===== config.mk =====
export PLATFORM = sky130hd
export DESIGN_NAME = bnf_token_highlighter
export DESIGN_NICKNAME = d
export VERILOG_FILES = /design/src/design/bth_pkg.sv /design/src/design/bth_lexer.sv /design/src/design/bth_queue.sv /design/src/design/bth_emitter.sv /design/src/design/bnf_token_highlighter.sv
export SDC_FILE = /design/constraint.sdc
export NUM_CORES = 1
export LEC_CHECK = 0
export BUFFER_PORTS_ARGS = -buffer_cell sky130_fd_sc_hd__buf_2
export CAP_MARGIN = 5
export CORE_MARGIN = 5
export CORE_UTILIZATION = 35
export CTS_CLUSTER_DIAMETER = 40
export DETAILED_ROUTE_END_ITERATION = 8
export SLEW_MARGIN = 30
export SYNTH_ARGS = -nofsm -noshare
export SYNTH_HDL_FRONTEND = slang
export SYNTH_SLANG_ARGS = --single-unit

===== constraint.sdc =====
create_clock -name clock -period 18.8 [get_ports clock]
set_input_delay 4.7 -clock clock [delete_from_list [all_inputs] [get_ports clock]]
set_output_delay 4.7 -clock clock [all_outputs]
set_load 0.01 [all_outputs]

===== src/design/bth_pkg.sv =====
// Package with the shared types, codes, constants and character tests of the token highlighter.
package bth_pkg;

   localparam int MaxResults        = 7;
   localparam int PlanCountWidth    = $clog2(MaxResults + 1);
   localparam int SlotIndexWidth    = $clog2(MaxResults);
   localparam int QueueDepthDefault = 2;
   localparam int RunDepth          = 3;

   typedef enum logic [2:0] {
      MODE_NORMAL  = 3'd0,
      MODE_COMMENT = 3'd1,
      MODE_STR     = 3'd2,
      MODE_STR_BS  = 3'd3,
      MODE_ESC     = 3'd4,
      MODE_ESC_X   = 3'd5,
      MODE_ESC_X1  = 3'd6,
      MODE_OPRUN   = 3'd7
   } bth_mode_type;

   typedef enum logic [2:0] {
      KIND_PLAIN   = 3'd0,
      KIND_COMMENT = 3'd1,
      KIND_STRING  = 3'd2,
      KIND_ESCAPE  = 3'd3,
      KIND_OPER    = 3'd4,
      KIND_RESET   = 3'd5
   } bth_kind_type;

   localparam logic OP_DATA = 1'b0;
   localparam logic OP_END  = 1'b1;

   localparam logic [7:0] CHAR_HASH   = 8'h23;
   localparam logic [7:0] CHAR_SEMI   = 8'h3B;
   localparam logic [7:0] CHAR_QUOTE  = 8'h22;
   localparam logic [7:0] CHAR_BSLASH = 8'h5C;
   localparam logic [7:0] CHAR_X      = 8'h78;
   localparam logic [7:0] CHAR_NL     = 8'h0A;
   localparam logic [7:0] CHAR_COLON  = 8'h3A;
   localparam logic [7:0] CHAR_EQ     = 8'h3D;
   localparam logic [7:0] CHAR_BAR    = 8'h7C;
   localparam logic [7:0] CHAR_QMARK  = 8'h3F;
   localparam logic [7:0] CHAR_STAR   = 8'h2A;
   localparam logic [7:0] CHAR_PLUS   = 8'h2B;

   typedef struct packed {
      logic       op;
      logic [7:0] byte_value;
   } bth_req_type;

   typedef struct packed {
      logic [2:0] out_kind;
      logic [7:0] out_byte;
      logic       last;
   } bth_rsp_type;

   typedef struct packed {
      logic [2:0] kind;
      logic [7:0] value;
   } bth_slot_type;

   typedef struct packed {
      bth_slot_type [MaxResults-1:0] slots;
      logic [PlanCountWidth-1:0]     count;
   } bth_plan_type;

   function automatic logic is_op_byte(input logic [7:0] c);
      logic result;
      case (c)
         8'h21, 8'h24, 8'h25, 8'h26, 8'h27, 8'h2A, 8'h2B, 8'h2C, 8'h2D, 8'h2E,
         8'h2F, 8'h3A, 8'h3D, 8'h3F, 8'h40, 8'h5E, 8'h5F, 8'h60, 8'h7C,
         8'h7E: result = 1'b1;
         default: result = 1'b0;
      endcase
      return result;
   endfunction

   function automatic logic is_hex(input logic [7:0] c);
      return (c >= 8'h30 && c <= 8'h39) || (c >= 8'h61 && c <= 8'h66) ||
             (c >= 8'h41 && c <= 8'h46);
   endfunction

   function automatic bth_slot_type make_slot(input bth_kind_type kind,
                                              input logic [7:0] value);
      bth_slot_type slot;
      slot.kind  = kind;
      slot.value = (kind == KIND_PLAIN) ? value : 8'h00;
      return slot;
   endfunction

endpackage


===== src/design/bth_lexer.sv =====
// Front end: accepts input transfers, runs the lexer state and builds the result plan of each item.
module bth_lexer import bth_pkg::*; (
   input  logic         clock,
   input  logic         reset,
   input  logic         req_valid,
   input  bth_req_type  req_data,
   output logic         req_stall,
   input  logic         queue_full,
   output logic         plan_push,
   output bth_plan_type plan
);

   bth_mode_type mode_ff, mode_in;
   logic [7:0]   run_bytes_ff [RunDepth];
   logic [7:0]   run_bytes_in [RunDepth];
   logic [1:0]   run_len_ff, run_len_in;
   logic         run_ovf_ff, run_ovf_in;
   logic         accept;
   logic         run_match;
   logic [7:0]   c;

   assign c         = req_data.byte_value;
   assign req_stall = queue_full;
   assign accept    = req_valid && !queue_full;
   assign plan_push = accept && (plan.count != '0);

   assign run_match =
      ((run_len_ff == 2'd1) &&
       (run_bytes_ff[0] == CHAR_BAR || run_bytes_ff[0] == CHAR_QMARK ||
        run_bytes_ff[0] == CHAR_STAR || run_bytes_ff[0] == CHAR_PLUS)) ||
      ((run_len_ff == 2'd3) && run_bytes_ff[0] == CHAR_COLON &&
       run_bytes_ff[1] == CHAR_COLON && run_bytes_ff[2] == CHAR_EQ);

   always_comb begin
      logic do_normal;
      mode_in      = mode_ff;
      run_bytes_in = run_bytes_ff;
      run_len_in   = run_len_ff;
      run_ovf_in   = run_ovf_ff;
      do_normal    = 1'b0;
      if (req_data.op == OP_END) begin
         if (mode_ff == MODE_OPRUN) begin
            run_len_in = 2'd0;
            run_ovf_in = 1'b0;
         end
         mode_in = MODE_NORMAL;
      end else begin
         case (mode_ff)
            MODE_NORMAL: do_normal = 1'b1;
            MODE_OPRUN: begin
               if (is_op_byte(c)) begin
                  if (!run_ovf_ff) begin
                     if (run_len_ff != 2'd3) begin
                        run_bytes_in[run_len_ff] = c;
                        run_len_in = run_len_ff + 2'd1;
                     end else begin
                        run_len_in = 2'd0;
                        run_ovf_in = 1'b1;
                     end
                  end
               end else begin
                  run_len_in = 2'd0;
                  run_ovf_in = 1'b0;
                  do_normal  = 1'b1;
               end
            end
            MODE_ESC: mode_in = (c == CHAR_X) ? MODE_ESC_X : MODE_NORMAL;
            MODE_ESC_X: begin
               if (is_hex(c)) begin
                  mode_in = MODE_ESC_X1;
               end else begin
                  do_normal = 1'b1;
               end
            end
            MODE_ESC_X1: begin
               if (is_hex(c)) begin
                  mode_in = MODE_NORMAL;
               end else begin
                  do_normal = 1'b1;
               end
            end
            MODE_COMMENT: begin
               if (c == CHAR_NL) begin
                  mode_in = MODE_NORMAL;
               end
            end
            MODE_STR: begin
               if (c == CHAR_QUOTE) begin
                  mode_in = MODE_NORMAL;
               end else if (c == CHAR_BSLASH) begin
                  mode_in = MODE_STR_BS;
               end
            end
            MODE_STR_BS: mode_in = MODE_STR;
            default: mode_in = MODE_NORMAL;
         endcase
         if (do_normal) begin
            if (c == CHAR_HASH || c == CHAR_SEMI) begin
               mode_in = MODE_COMMENT;
            end else if (c == CHAR_QUOTE) begin
               mode_in = MODE_STR;
            end else if (c == CHAR_BSLASH) begin
               mode_in = MODE_ESC;
            end else if (is_op_byte(c)) begin
               mode_in         = MODE_OPRUN;
               run_ovf_in      = 1'b0;
               run_bytes_in[0] = c;
               run_len_in      = 2'd1;
            end else begin
               mode_in = MODE_NORMAL;
            end
         end
      end
   end

   always_comb begin
      logic [PlanCountWidth-1:0] n;
      logic                      do_flush;
      logic                      do_normal;
      plan      = '0;
      n         = '0;
      do_flush  = 1'b0;
      do_normal = 1'b0;
      if (req_data.op == OP_END) begin
         if (mode_ff == MODE_OPRUN) begin
            do_flush = 1'b1;
         end else if (mode_ff != MODE_NORMAL) begin
            plan.slots[n[SlotIndexWidth-1:0]] = make_slot(KIND_RESET, 8'h00);
            n = n + 1'b1;
         end
      end else begin
         case (mode_ff)
            MODE_NORMAL: do_normal = 1'b1;
            MODE_OPRUN: begin
               if (is_op_byte(c)) begin
                  if (run_ovf_ff) begin
                     plan.slots[n[SlotIndexWidth-1:0]] = make_slot(KIND_PLAIN, c);
                     n = n + 1'b1;
                  end else if (run_len_ff == 2'd3) begin
                     for (int i = 0; i < RunDepth; i++) begin
                        plan.slots[n[SlotIndexWidth-1:0]] =
                           make_slot(KIND_PLAIN, run_bytes_ff[i]);
                        n = n + 1'b1;
                     end
                     plan.slots[n[SlotIndexWidth-1:0]] = make_slot(KIND_PLAIN, c);
                     n = n + 1'b1;
                  end
               end else begin
                  do_flush  = 1'b1;
                  do_normal = 1'b1;
               end
            end
            MODE_ESC: begin
               plan.slots[n[SlotIndexWidth-1:0]] = make_slot(KIND_PLAIN, c);
               n = n + 1'b1;
               if (c != CHAR_X) begin
                  plan.slots[n[SlotIndexWidth-1:0]] = make_slot(KIND_RESET, 8'h00);
                  n = n + 1'b1;
               end
            end
            MODE_ESC_X, MODE_ESC_X1: begin
               if (is_hex(c)) begin
                  plan.slots[n[SlotIndexWidth-1:0]] = make_slot(KIND_PLAIN, c);
                  n = n + 1'b1;
                  if (mode_ff == MODE_ESC_X1) begin
                     plan.slots[n[SlotIndexWidth-1:0]] = make_slot(KIND_RESET, 8'h00);
                     n = n + 1'b1;
                  end
               end else begin
                  plan.slots[n[SlotIndexWidth-1:0]] = make_slot(KIND_RESET, 8'h00);
                  n = n + 1'b1;
                  do_normal = 1'b1;
               end
            end
            MODE_COMMENT, MODE_STR: begin
               plan.slots[n[SlotIndexWidth-1:0]] = make_slot(KIND_PLAIN, c);
               n = n + 1'b1;
               if ((mode_ff == MODE_COMMENT && c == CHAR_NL) ||
                   (mode_ff == MODE_STR && c == CHAR_QUOTE)) begin
                  plan.slots[n[SlotIndexWidth-1:0]] = make_slot(KIND_RESET, 8'h00);
                  n = n + 1'b1;
               end
            end
            MODE_STR_BS: begin
               plan.slots[n[SlotIndexWidth-1:0]] = make_slot(KIND_PLAIN, c);
               n = n + 1'b1;
            end
            default: do_normal = 1'b0;
         endcase
      end
      if (do_flush && !run_ovf_ff) begin
         if (run_match) begin
            plan.slots[n[SlotIndexWidth-1:0]] = make_slot(KIND_OPER, 8'h00);
            n = n + 1'b1;
         end
         for (int i = 0; i < RunDepth; i++) begin
            if (2'(i) < run_len_ff) begin
               plan.slots[n[SlotIndexWidth-1:0]] = make_slot(KIND_PLAIN, run_bytes_ff[i]);
               n = n + 1'b1;
            end
         end
         if (run_match) begin
            plan.slots[n[SlotIndexWidth-1:0]] = make_slot(KIND_RESET, 8'h00);
            n = n + 1'b1;
         end
      end
      if (do_normal) begin
         if (c == CHAR_HASH || c == CHAR_SEMI) begin
            plan.slots[n[SlotIndexWidth-1:0]] = make_slot(KIND_COMMENT, 8'h00);
            n = n + 1'b1;
         end else if (c == CHAR_QUOTE) begin
            plan.slots[n[SlotIndexWidth-1:0]] = make_slot(KIND_STRING, 8'h00);
            n = n + 1'b1;
         end else if (c == CHAR_BSLASH) begin
            plan.slots[n[SlotIndexWidth-1:0]] = make_slot(KIND_ESCAPE, 8'h00);
            n = n + 1'b1;
         end
         if (!is_op_byte(c)) begin
            plan.slots[n[SlotIndexWidth-1:0]] = make_slot(KIND_PLAIN, c);
            n = n + 1'b1;
         end
      end
      plan.count = n;
   end

   always_ff @(posedge clock) begin
      if (reset) begin
         mode_ff    <= MODE_NORMAL;
         run_len_ff <= 2'd0;
         run_ovf_ff <= 1'b0;
      end else if (accept) begin
         mode_ff    <= mode_in;
         run_len_ff <= run_len_in;
         run_ovf_ff <= run_ovf_in;
      end
   end

   always_ff @(posedge clock) begin
      if (accept) begin
         run_bytes_ff <= run_bytes_in;
      end
   end

   assert property (@(posedge clock) disable iff (reset)
      (mode_ff == MODE_OPRUN && !run_ovf_ff) |-> (run_len_ff != 2'd0))
      else $error("operator run open without buffered bytes");

   assert property (@(posedge clock) disable iff (reset)
      (mode_ff != MODE_OPRUN) |-> (run_len_ff == 2'd0 && !run_ovf_ff))
      else $error("operator buffer left over outside a run");

endmodule


===== src/design/bth_queue.sv =====
// Short queue of result plans between the lexer and the emitter.
module bth_queue import bth_pkg::*; #(
   parameter int DEPTH = QueueDepthDefault
) (
   input  logic         clock,
   input  logic         reset,
   input  logic         push,
   input  bth_plan_type push_data,
   output logic         full,
   input  logic         pop,
   output bth_plan_type head,
   output logic         empty
);

   localparam int PtrWidth   = (DEPTH > 1) ? $clog2(DEPTH) : 1;
   localparam int CountWidth = $clog2(DEPTH + 1);

   bth_plan_type          entries_ff [DEPTH];
   logic [PtrWidth-1:0]   wr_ptr_ff, wr_ptr_in;
   logic [PtrWidth-1:0]   rd_ptr_ff, rd_ptr_in;
   logic [CountWidth-1:0] count_ff, count_in;

   assign full  = (count_ff == CountWidth'(DEPTH));
   assign empty = (count_ff == '0);
   assign head  = entries_ff[rd_ptr_ff];

   always_comb begin
      wr_ptr_in = wr_ptr_ff;
      rd_ptr_in = rd_ptr_ff;
      count_in  = count_ff;
      if (push) begin
         wr_ptr_in = (wr_ptr_ff == PtrWidth'(DEPTH - 1)) ? '0 : wr_ptr_ff + 1'b1;
      end
      if (pop) begin
         rd_ptr_in = (rd_ptr_ff == PtrWidth'(DEPTH - 1)) ? '0 : rd_ptr_ff + 1'b1;
      end
      if (push && !pop) begin
         count_in = count_ff + 1'b1;
      end else if (pop && !push) begin
         count_in = count_ff - 1'b1;
      end
   end

   always_ff @(posedge clock) begin
      if (reset) begin
         wr_ptr_ff <= '0;
         rd_ptr_ff <= '0;
         count_ff  <= '0;
      end else begin
         wr_ptr_ff <= wr_ptr_in;
         rd_ptr_ff <= rd_ptr_in;
         count_ff  <= count_in;
      end
   end

   always_ff @(posedge clock) begin
      if (push) begin
         entries_ff[wr_ptr_ff] <= push_data;
      end
   end

   assert property (@(posedge clock) disable iff (reset)
      !(push && full))
      else $error("plan written into a full queue");

   assert property (@(posedge clock) disable iff (reset)
      !(pop && empty))
      else $error("plan taken from an empty queue");

endmodule


===== src/design/bth_emitter.sv =====
// Back end: walks the head plan one result per cycle into the registered result channel while rsp_stall is low.
module bth_emitter import bth_pkg::*; (
   input  logic         clock,
   input  logic         reset,
   input  bth_plan_type head,
   input  logic         empty,
   output logic         pop,
   output logic         rsp_valid,
   output bth_rsp_type  rsp_data,
   input  logic         rsp_stall
);

   logic [SlotIndexWidth-1:0] idx_ff, idx_in;
   logic                      rsp_valid_ff, rsp_valid_in;
   bth_rsp_type               rsp_data_ff, rsp_data_in;
   logic                      advance;
   logic                      is_last;
   bth_slot_type              slot;

   assign advance   = !rsp_valid_ff || !rsp_stall;
   assign slot      = head.slots[idx_ff];
   assign is_last   = (PlanCountWidth'(idx_ff) + 1'b1 == head.count);
   assign pop       = advance && !empty && is_last;
   assign rsp_valid = rsp_valid_ff;
   assign rsp_data  = rsp_data_ff;

   always_comb begin
      idx_in       = idx_ff;
      rsp_valid_in = rsp_valid_ff;
      rsp_data_in  = rsp_data_ff;
      if (advance) begin
         rsp_valid_in = !empty;
         if (!empty) begin
            rsp_data_in.out_kind = slot.kind;
            rsp_data_in.out_byte = slot.value;
            rsp_data_in.last     = is_last;
            idx_in               = is_last ? '0 : idx_ff + 1'b1;
         end
      end
   end

   always_ff @(posedge clock) begin
      if (reset) begin
         idx_ff       <= '0;
         rsp_valid_ff <= 1'b0;
      end else begin
         idx_ff       <= idx_in;
         rsp_valid_ff <= rsp_valid_in;
      end
   end

   always_ff @(posedge clock) begin
      rsp_data_ff <= rsp_data_in;
   end

   assert property (@(posedge clock) disable iff (reset)
      !empty |-> (head.count != '0 && PlanCountWidth'(idx_ff) < head.count))
      else $error("emitter index outside the head plan");

   assert property (@(posedge clock) disable iff (reset)
      empty |-> (idx_ff == '0))
      else $error("emitter index left over with no plan queued");

endmodule


===== src/design/bnf_token_highlighter.sv =====
// Top level of the grammar text highlighter: lexer, plan queue and result emitter.
//
//   channel  direction  payload        transfer at a rising edge with
//   req_     in         bth_req_type   req_valid high and req_stall low
//   rsp_     out        bth_rsp_type   rsp_valid high and rsp_stall low
//
// An input transfer is taken while the plan queue has room; its results
// (up to seven) leave one per cycle from the emitter's output register while
// rsp_stall is low, and single-result items then flow at one per cycle.
// Synchronous reset empties the queue and returns the lexer to normal mode.
// A stalled result holds the emitter, and req_stall rises once the queue is full.
module bnf_token_highlighter import bth_pkg::*; #(
   parameter int QUEUE_DEPTH = QueueDepthDefault
) (
   input  logic        clock,
   input  logic        reset,
   input  logic        req_valid,
   input  bth_req_type req_data,
   output logic        req_stall,
   output logic        rsp_valid,
   output bth_rsp_type rsp_data,
   input  logic        rsp_stall
);

   bth_plan_type plan;
   bth_plan_type head;
   logic         plan_push;
   logic         queue_full;
   logic         queue_empty;
   logic         pop;

   bth_lexer u_lexer (
      .clock      (clock),
      .reset      (reset),
      .req_valid  (req_valid),
      .req_data   (req_data),
      .req_stall  (req_stall),
      .queue_full (queue_full),
      .plan_push  (plan_push),
      .plan       (plan)
   );

   bth_queue #(
      .DEPTH (QUEUE_DEPTH)
   ) u_queue (
      .clock     (clock),
      .reset     (reset),
      .push      (plan_push),
      .push_data (plan),
      .full      (queue_full),
      .pop       (pop),
      .head      (head),
      .empty     (queue_empty)
   );

   bth_emitter u_emitter (
      .clock     (clock),
      .reset     (reset),
      .head      (head),
      .empty     (queue_empty),
      .pop       (pop),
      .rsp_valid (rsp_valid),
      .rsp_data  (rsp_data),
      .rsp_stall (rsp_stall)
   );

endmodule

==> metrics.csv <==
metric,value,unit
status,"finished, final reports clean",
Skew-Pair Late Insertion Delay,540,ps
chip width,205,µm
Resize count post-CTS,0,
first-pass GRT wire length,60.2,mm
"wirelength, routed",39.7,mm
Starting DRT DRC Count,1157,
critical path peak fanout,74,
Post-synth EDFFs,196,
post-synth top area share,0.442,
H-tree depth,1,
post-synthesis compound-gate area fraction,0.197,
cell taking the most area after synthesis,edfxtp_1,
die area,0.0421,mm²
"most used cell, CP",ha_1,
fin nets,1247,
Starting Density,0.354,
NetSw,0.348,mW
share of cells above drive strength 1,0.154,
internal power,0.977,mW
Comb power frac,0.158,
"top cells by area, synth","edfxtp_1 (44%), mux4_2 (4.6%), mux2i_1 (4.0%)",
Vert. Die Dim,205,µm
fillers,3627,
grt ovf,0,
TritonCTS Buffers,28,
initial antenna violation count,0,
Adder-Cell Fraction of Synth Area,0.0122,
CTS tree,yes,
"Req. time, crit path",18970,ps
Leakage Power,4.73,nW
DRC viols,0,
Boundary Pins,27,
setup ws final,5430,ps
largest family of logic cells by synthesized area,compound AO/OA/AOI/OAI gates,
core area,0.0376,mm²
Via density,5.98,
router iterations before antenna repair,6,
Post-Syn Instances,1243,
Pins Over Slew Limit,0,
worst slew pin tran,1030,ps
Worst EP arrival,13540,ps
fin crit period,13370,ps
clk_skew,14.6,ps
max incr delay on CP,570,ps
VDD IR max,0.0597,mV
Post-Synth XOR/XNOR Area,0.0233,
async set-reset flop share out of synthesis,0,
top post-synthesis cells by count,"edfxtp_1 (196), nor2_1 (105), nand2_1 (101), a21oi_1 (69), mux2i_1 (53)",
Final Cycle Share,0.711,
Finished Layout Cells,1754,
slew margin rel.,0.315,
vias in the first global route,9840,
antenna-violating nets left,0,
clock power share,0.404,
vias,10491,
switch share,0.263,
Final GP Congestion,0.937,
register area,0.00619,mm²
post-synthesis simple-gate area fraction,0.163,
"Seq/Total Area, Yosys",0.464,
post-synthesis cell type count,103,
hpwl dp,28.7,mm
area delta synth->final,10.9,%
"count leader, synth",edfxtp_1,
cell area power density,89.7,mW/mm²
clock slew at reported path FFs,60,ps
syn avg cell area,10.7,µm²
Post-Syn Area,0.0133,mm²
pin count of the biggest net entering global routing,76,
Post-CTS Setup Repair Bufs,0,
Most used DFF post-synth,edfxtp_1,
slowest CP cell,buf_6,
register share of total power,0.437,
root buf cell,clkbuf_16,
reg2reg setup slack,8930,ps
maximum clock frequency,74.8,MHz
port buffer count,26,
hold crit path type,reg -> reg,
"Net Count, Synth",1269,
final setup TNS,0,ps
clock buffer depth,3,
RSZ-0062 raised after global routing,false,
clock sink count,211,
Worst Setup Path Type,in -> reg,
mux share of post-synthesis cell area,0.0984,
Multi-input gate area,0.00659,mm²
# hold bufs at CTS,0,
synthesized flop and latch total,211,
YS warnings,0,
pre-CTS setup slack,4850,ps
setup violators final,0,
GRT Util Overall,0.183,
startpoint types,input pin,
final hold violation count,0,
Worst setup EP type,flip-flop,
total of max-cap violations,0,
std cell rows,71,
drt wl/cell,22.6,µm
DP Cell Count,1702,
## final cells by class
class                           count  area share
Tap cell                          511      0.0433
Clock buffer                       34      0.0511
Clock inverter                     17      0.0138
Inverter                           36     0.00932
Antenna cell                        1    0.000169
Multi-Input combinational cell    903       0.446
Timing Repair Buffer               41      0.0172
Sequential cell                   211       0.419
## routing by layer
layer | track usage | wire length, µm
met3 | 0.0317 | 3580
met4 | 0.0505 | 1060
met1 | 0.268 | 17600
met2 | 0.280 | 17400
met5 | 0 | 0
## power by group through the flow
stage          logic [mW]  registers (mW)  clock network [mW]
2_1_floorplan       0.142           0.595                   0
3_3_place_gp        0.212           0.589                   0
3_5_place_dp        0.214           0.590                   0
4_1_cts             0.215           0.580               0.547
5_1_grt             0.232           0.583               0.571
6_report            0.210           0.580               0.536
## cells in the final DEF (no fill, tap or decap), types with 13 or more instances in the layout
cell         n
a211oi_1    17
a21oi_1     67
a31oi_1     18
a32o_1      14
and3_1      16
buf_2       26
clkbuf_16   29
dfxtp_1     14
edfxtp_1   196
ha_1        13
inv_1       29
mux2_2      13
mux2i_1     53
mux4_2      27
nand2_1    101
nand3_1     38
nor2_1     102
nor2b_1     38
nor3_1      18
o21ai_0     49
o22ai_1     24
xnor2_1     13
## kinds of logic after synthesis
logic type,after synthesis
AND/OR/NAND/NOR,417
AO/OA/AOI/OAI,352
flip-flops,211
buffers and inverters,129
multiplexers,95
XOR/XNOR,26
adder cells (fa/ha/maj),13
## state kept, by name, indices dropped and copies added (netlist names), named ones only
signal	count
u_lexer.mode_ff	3
u_emitter.idx_ff	3
u_emitter.rsp_data	12
u_lexer.run_bytes_ff	8
u_lexer.run_len_ff	2
u_queue.rd_ptr_ff	1
u_queue.count_ff	2
u_emitter.rsp_valid	1
u_queue.entries_ff	160
u_lexer.run_ovf_ff	1
u_queue.wr_ptr_ff	1
## path summary, 6_finish.rpt
kind,from,end,cells past startpoint
max,req_data[6],u_queue.entries_ff[1][20],34
min,u_emitter.rsp_valid,u_emitter.rsp_valid,2
max reg2reg,u_lexer.run_len_ff[1],u_queue.entries_ff[1][20],33
min reg2reg,u_emitter.rsp_valid,u_emitter.rsp_valid,2
## metrics by stage
| step | power [mW] | utilization | area, µm² | hold slack [ps] |
|---|---|---|---|---|
| 2_1_floorplan | 0.737 | - | 13300 | 464 |
| 3_3_place_gp | 0.801 | 0.367 | 13800 | 467 |
| 3_5_place_dp | 0.804 | 0.367 | 13800 | 470 |
| 4_1_cts | 1.34 | 0.393 | 14800 | 477 |
| 5_1_grt | 1.39 | 0.393 | 14800 | 506 |
| 6_report | 1.33 | 0.393 | 14800 | 474 |
## critical path: cells and delay by family
family | cells | cell delay, ps
multiplexers | 2 | 640
adder cells (fa/ha/maj) | 7 | 2340
buffers and inverters | 4 | 1230
AND/OR/NAND/NOR | 9 | 1690
AO/OA/AOI/OAI | 12 | 2820
No activity file was read; power rests on OpenSTA's default activity.
